`src/hdl/ffa_pkg.sv`:
```
package ffa_pkg;

	localparam int HEAP_WORDS_DEF = 4096;
	localparam int MIN_HEAP_BYTES_DEF = 1024;

	localparam logic [1:0] OP_FORMAT = 2'd0;
	localparam logic [1:0] OP_ALLOC = 2'd1;
	localparam logic [1:0] OP_RELEASE = 2'd2;

	localparam logic [1:0] ST_OK = 2'd0;
	localparam logic [1:0] ST_NO_SPACE = 2'd1;
	localparam logic [1:0] ST_NOT_READY = 2'd2;
	localparam logic [1:0] ST_TOO_SMALL = 2'd3;

	localparam logic CFG_HEAP_START = 1'b0;
	localparam logic CFG_HEAP_END = 1'b1;

	localparam logic [31:0] USED_MARK = 32'd1;
	localparam logic [31:0] HDR_BYTES = 32'd8;
	localparam logic [31:0] SPLIT_MIN = 32'd16;

	typedef enum logic [4:0] {
		CMD_NOP,
		CMD_LATCH,
		CMD_NOTRDY,
		CMD_FMT_CHK,
		CMD_FW0,
		CMD_FW1,
		CMD_FW2,
		CMD_FW3,
		CMD_AL_LOOP,
		CMD_AL_CMP,
		CMD_AL_NEXT,
		CMD_UN0,
		CMD_UN1,
		CMD_UN2,
		CMD_UN3,
		CMD_UN4,
		CMD_AL_R0,
		CMD_AL_R1,
		CMD_AL_SPLIT,
		CMD_PS0,
		CMD_PS1,
		CMD_AP0,
		CMD_AP1,
		CMD_AP2,
		CMD_RL0,
		CMD_RL1,
		CMD_RL2,
		CMD_RL3,
		CMD_RL4,
		CMD_RL5,
		CMD_RL6,
		CMD_FINISH
	} cmd_t;

	typedef struct packed {
		logic [1:0] op;
		logic       heap_ready;
		logic       too_small;
		logic       walk_stop;
		logic       fits;
		logic       flag;
		logic       pred_free;
	} dp_stat_t;

	typedef enum logic [5:0] {
		S_IDLE,
		S_DISPATCH,
		S_FMT_CHK,
		S_FW0,
		S_FW1,
		S_FW2,
		S_FW3,
		S_AL_LOOP,
		S_AL_CMP,
		S_AL_NEXT,
		S_UN0,
		S_UN1,
		S_UN2,
		S_UN3,
		S_UN4,
		S_AL_R0,
		S_AL_R1,
		S_A1_PS0,
		S_A1_PS1,
		S_AL_SPLIT,
		S_A2_PS0,
		S_A2_PS1,
		S_AP0,
		S_AP1,
		S_AP2,
		S_RL0,
		S_RL1,
		S_RL2,
		S_R1_PS0,
		S_R1_PS1,
		S_RL3,
		S_RL4,
		S_RL5,
		S_RL6,
		S_R2_PS0,
		S_R2_PS1,
		S_FIN
	} state_t;

endpackage

```
`src/hdl/ffa_ctrl.sv`:
```
module ffa_ctrl import ffa_pkg::*; (
	input  logic     clk,
	input  logic     arst_n,
	input  logic     start,
	input  dp_stat_t stat,
	output cmd_t     cmd,
	output logic     busy
);

	state_t state_q, state_nx;

	always_ff @(posedge clk or negedge arst_n) begin
		if (!arst_n) begin
			state_q <= S_IDLE;
		end else begin
			state_q <= state_nx;
		end
	end

	always_comb begin
		state_nx = state_q;
		case (state_q)
			S_IDLE:     if (start) state_nx = S_DISPATCH;
			S_DISPATCH: begin
				if (stat.op == OP_FORMAT) state_nx = S_FMT_CHK;
				else if (stat.op == OP_ALLOC && stat.heap_ready) state_nx = S_AL_LOOP;
				else if (stat.op == OP_RELEASE && stat.heap_ready) state_nx = S_RL0;
				else state_nx = S_FIN;
			end
			S_FMT_CHK:  state_nx = stat.too_small ? S_FIN : S_FW0;
			S_FW0:      state_nx = S_FW1;
			S_FW1:      state_nx = S_FW2;
			S_FW2:      state_nx = S_FW3;
			S_FW3:      state_nx = S_AP0;
			S_AL_LOOP:  state_nx = stat.walk_stop ? S_FIN : S_AL_CMP;
			S_AL_CMP:   state_nx = stat.fits ? S_UN0 : S_AL_NEXT;
			S_AL_NEXT:  state_nx = S_AL_LOOP;
			S_UN0:      state_nx = S_UN1;
			S_UN1:      state_nx = S_UN2;
			S_UN2:      state_nx = S_UN3;
			S_UN3:      state_nx = S_UN4;
			S_UN4:      state_nx = (stat.op == OP_ALLOC) ? S_AL_R0 : S_RL3;
			S_AL_R0:    state_nx = S_AL_R1;
			S_AL_R1:    state_nx = S_A1_PS0;
			S_A1_PS0:   state_nx = S_A1_PS1;
			S_A1_PS1:   state_nx = stat.flag ? S_AL_SPLIT : S_FIN;
			S_AL_SPLIT: state_nx = S_A2_PS0;
			S_A2_PS0:   state_nx = S_A2_PS1;
			S_A2_PS1:   state_nx = S_AP0;
			S_AP0:      state_nx = S_AP1;
			S_AP1:      state_nx = S_AP2;
			S_AP2:      state_nx = S_FIN;
			S_RL0:      state_nx = S_RL1;
			S_RL1:      state_nx = S_RL2;
			S_RL2:      state_nx = S_R1_PS0;
			S_R1_PS0:   state_nx = S_R1_PS1;
			S_R1_PS1:   state_nx = stat.flag ? S_UN0 : S_RL3;
			S_RL3:      state_nx = S_RL4;
			S_RL4:      state_nx = stat.pred_free ? S_RL5 : S_AP0;
			S_RL5:      state_nx = S_RL6;
			S_RL6:      state_nx = S_R2_PS0;
			S_R2_PS0:   state_nx = S_R2_PS1;
			S_R2_PS1:   state_nx = S_FIN;
			S_FIN:      state_nx = S_IDLE;
			default:    state_nx = S_IDLE;
		endcase
	end

	always_comb begin
		cmd = CMD_NOP;
		case (state_q)
			S_IDLE:     if (start) cmd = CMD_LATCH;
			S_DISPATCH: begin
				if ((stat.op == OP_ALLOC || stat.op == OP_RELEASE) && !stat.heap_ready) begin
					cmd = CMD_NOTRDY;
				end
			end
			S_FMT_CHK:  cmd = CMD_FMT_CHK;
			S_FW0:      cmd = CMD_FW0;
			S_FW1:      cmd = CMD_FW1;
			S_FW2:      cmd = CMD_FW2;
			S_FW3:      cmd = CMD_FW3;
			S_AL_LOOP:  cmd = CMD_AL_LOOP;
			S_AL_CMP:   cmd = CMD_AL_CMP;
			S_AL_NEXT:  cmd = CMD_AL_NEXT;
			S_UN0:      cmd = CMD_UN0;
			S_UN1:      cmd = CMD_UN1;
			S_UN2:      cmd = CMD_UN2;
			S_UN3:      cmd = CMD_UN3;
			S_UN4:      cmd = CMD_UN4;
			S_AL_R0:    cmd = CMD_AL_R0;
			S_AL_R1:    cmd = CMD_AL_R1;
			S_A1_PS0:   cmd = CMD_PS0;
			S_A1_PS1:   cmd = CMD_PS1;
			S_AL_SPLIT: cmd = CMD_AL_SPLIT;
			S_A2_PS0:   cmd = CMD_PS0;
			S_A2_PS1:   cmd = CMD_PS1;
			S_AP0:      cmd = CMD_AP0;
			S_AP1:      cmd = CMD_AP1;
			S_AP2:      cmd = CMD_AP2;
			S_RL0:      cmd = CMD_RL0;
			S_RL1:      cmd = CMD_RL1;
			S_RL2:      cmd = CMD_RL2;
			S_R1_PS0:   cmd = CMD_PS0;
			S_R1_PS1:   cmd = CMD_PS1;
			S_RL3:      cmd = CMD_RL3;
			S_RL4:      cmd = CMD_RL4;
			S_RL5:      cmd = CMD_RL5;
			S_RL6:      cmd = CMD_RL6;
			S_R2_PS0:   cmd = CMD_PS0;
			S_R2_PS1:   cmd = CMD_PS1;
			S_FIN:      cmd = CMD_FINISH;
			default:    cmd = CMD_NOP;
		endcase
	end

	assign busy = (state_q != S_IDLE);

endmodule

```
`config.mk`:
```
export PLATFORM = sky130hd
export DESIGN_NAME = ffa_ctrl
export DESIGN_NICKNAME = d
export VERILOG_FILES = /design/src/hdl/ffa_pkg.sv /design/src/hdl/ffa_ctrl.sv
export SDC_FILE = /design/constraint.sdc
export NUM_CORES = 1
export LEC_CHECK = 0
export BUFFER_PORTS_ARGS = -buffer_cell sky130_fd_sc_hd__buf_2
export CAP_MARGIN = 25
export CORE_MARGIN = 4
export CORE_UTILIZATION = 57
export DETAILED_ROUTE_END_ITERATION = 8
export PLACE_DENSITY = 0.8
export SYNTH_ARGS = -nofsm -noshare
export SYNTH_HDL_FRONTEND = slang
export SYNTH_SLANG_ARGS = --single-unit
export TNS_END_PERCENT = 30
```
`constraint.sdc`:
```
create_clock -name clk -period 1.91 [get_ports clk]
set_input_delay 0.0955 -clock clk [delete_from_list [all_inputs] [get_ports clk]]
set_output_delay 0.0955 -clock clk [all_outputs]
set_load 0.01 [all_outputs]
```
==> results.py <==
metrics = {
    "global_routing": {
        "grt_pass1_wl_mm": 5.65,
        "grt.total_usage_pct": 26.7,
        "grt-ovfl-total": 0,
        "grt_start_max_net_pins": 34,
        "use_met3_pct": 1.99,
        "use_met2_pct": 40.7,
        "use_met1_pct": 38.3,
        "grt_antenna_before_repair": 0,
        "grt-busiest-layer": "met2",
        "grt_pass1_vias": 1246,
    },
    "pwr": {
        "clkPwrFrac_pct": 4.4,
        "seq_power_share_pct": 11.7,
        "sw_frac_of_total_pct": 51.2,
        "p_sw_w": 0.00120,
        "power.density_mw_per_mm2": 1720,
        "power_leakage_nw": 0.533,
        "share_comb_of_total_power_pct": 83.9,
        "power.internal_w": 0.00115,
        "vdd.ir_drop.worst_v": 0.00122,
    },
    "final_layout": {
        "layout_commonest_cell": "buf_2",
        "syn_to_final_growth_pct": 22.0,
        "fill_cells": 148,
        "layout.nets": 190,
        "reg_top3": "state_q: 6 flops",
        "largest_reg_flops": 6,
        "drive_above_1_share_pct": 23.6,
        "mostFrequentLayoutCells": "buf_2, nand2b_1, o21ai_0, a21oi_1, buf_4",
        "multiInputGateArea_um2": 876,
        "seqCellArea_um2": 153,
        "regMostFlops": "state_q",
        "diodes": 0,
    },
    "synth": {
        "synthTopCellsByArea": "dfrtp_1, nand2b_1, a21oi_1",
        "synth_ff_type": "dfrtp_1",
        "synth.avg_cell_area_um2": 7.22,
        "yosysWarnings": 0,
        "syn_area_mm2": 0.00112,
        "syn_inst": 155,
        "ys_ff_latch": 6,
        "synthArstFlopShare_pct": 100,
        "ys_types": 53,
        "yosysSeqAreaShare_pct": 13.4,
        "synth-edff-count": 0,
        "syn_nets": 169,
        "synth_top_area_cell": "dfrtp_1",
        "synth_top_area_share_pct": 13.4,
    },
    "drt": {
        "drc": 0,
        "drt_wl_total_mm": 3.31,
        "ant_nets": 0,
        "via_count": 1350,
        "drtIter0Drc": 103,
        "first_pass_iters": 4,
        "viasPerCell": 6.78,
        "wl_per_cell_um": 16.6,
    },
    "critical_path": {
        "path_class": "flop to output port",
        "endpoint": "cmd[0]",
        "worstPathMaxFanout": 21,
        "r2r_cells": 5,
        "crit_start": "state_q[1]",
        "start_kind": "flop",
        "r2r-end": "state_q[0]",
        "required_ns": 1.81,
        "endpoint_kind": "output port",
        "ff2ff_setup_slack_ns": 0.12,
        "crit_arrival_ns": 1.76,
        "worstReg2RegStart": "state_q[1]",
    },
    "floorplanning": {
        "die_x_um": 52.3,
        "core_mm2": 0.00180,
        "die_height_um": 52.3,
        "rows": 15,
        "dieArea_mm2": 0.00274,
        "start_util_pct": 62.1,
        "io_pins": 17,
    },
    "clocking": {
        "clk_path_buf_depth": 2,
        "h-tree-depth": 1,
        "worstSkewPairLatency_ns": 0.23,
        "cts_sinks": 6,
        "clockRootBuffer": "clkbuf_4",
        "cts_tree": "done",
        "numCtsBuffers": 3,
        "clk_pin_slew_ns": 0.04,
    },
    "placed_design": {
        "port_buffers": 16,
        "place_ws_ns": 0.208,
        "dp_hpwl_mm": 2.43,
        "place_congestion": 0.903,
    },
    "sta": {
        "rsz0062_at_grt": "true",
        "finalCritPeriodShare_pct": 97.1,
        "slew_violations": 0,
        "skew_ns": 0.000769,
        "fmax_mhz": 539,
        "tightestPinTransition_ns": 0.393,
        "hold_viol": 0,
        "finalSetupViolations": 0,
        "fin_crit_ns": 1.86,
        "max_slew_margin_pct": 73.4,
        "hold_ws_ns": 0.186,
        "setup_ws_ns": 0.0548,
    },
    "flow_run": {
        "cap_violations": 0,
    },
    "min_path": {
        "hp-class": "input pin to flop",
        "min_path_cells": 3,
    },
    "run_status": {
        "status": "complete, no violations",
    },
}
critical path, cell delays in order (launching register included):
cell and delay (ns):
dfrtp_2 0.44, buf_12 0.17, nand2b_1 0.14, o32a_1 0.30, o32a_1 0.17, o211ai_1 0.16
buf_2 0.16
area by class of cell:
type	instances	area share, %
timing repair buffer	31	18.2
inverter	9	2.47
sequential	6	11.2
tap	25	2.29
multi-input combinational	125	64.2
clock buffer	3	1.65
power by group through the flow:
stage / combinational, W / sequential [W] / clock [W]
4_1_cts: 0.00189 / 0.000262 / 0.000110
6_report: 0.00197 / 0.000275 / 0.000104
2_1_floorplan: 0.00129 / 0.000234 / 0
5_1_grt: 0.00215 / 0.000285 / 0.000121
3_3_place_gp: 0.00186 / 0.000261 / 0
3_5_place_dp: 0.00188 / 0.000263 / 0
cell families after synthesis:
group / count (synthesis) / share of synthesized area, %
flip-flops: 6 / 13.4
adder cells (fa/ha/maj): 3 / 3.36
buffers and inverters: 24 / 8.72
multiplexers: 4 / 3.69
AO/OA/AOI/OAI: 60 / 38.8
AND/OR/NAND/NOR: 55 / 29.6
XOR/XNOR: 3 / 2.35
metal layers:
metal  share of wire, %  vias up
met1                 42      606
met4                2.2        0
met5                  0        -
li1                   -      644
met2                 47       92
met3                8.4        8
worst min path at each step:
stage            endpoint    start  slack, ns
2_1_floorplan  state_q[0]   arst_n      -0.20
3_3_place_gp   state_q[2]   arst_n      -0.08
3_5_place_dp   state_q[2]   arst_n      -0.08
4_1_cts        state_q[1]  stat[2]       0.18
5_1_grt        state_q[1]  stat[2]       0.21
6_report       state_q[1]  stat[2]       0.19
metrics by stage:
step / power, W / std cells / utilization, % / TNS, ns / area [um^2]
final: 0.00235 / 199 / 75.8 / 0 / 1370
after global routing: 0.00256 / 199 / 75.8 / -0.0449 / 1370
after CTS: 0.00227 / 198 / 74.2 / 0 / 1340
after detailed placement: 0.00214 / 194 / 72.2 / 0 / 1300
after global placement: 0.00212 / 194 / 72.2 / 0 / 1300
after floorplan: 0.00153 / 155 / - / 0 / 1120
what timing repair did:
action | 4_1_cts | 5_1_grt
buffers inserted | 0 | 1
resized for setup | 2 | 6
hold endpoints to repair | 6 | 0
hold buffers | 1 | 0
setup endpoints to repair | 2 | 3
pin swaps | 0 | 0
Yosys cell counts, drive strengths merged (6+ instances only):
master,instances
a21oi,11
buf,9
clkbuf,6
dfrtp,6
inv,8
nand2b,10
nand4,7
nor2,6
nor2b,7
o21ai,10
Power figures use the tool's default switching activity.
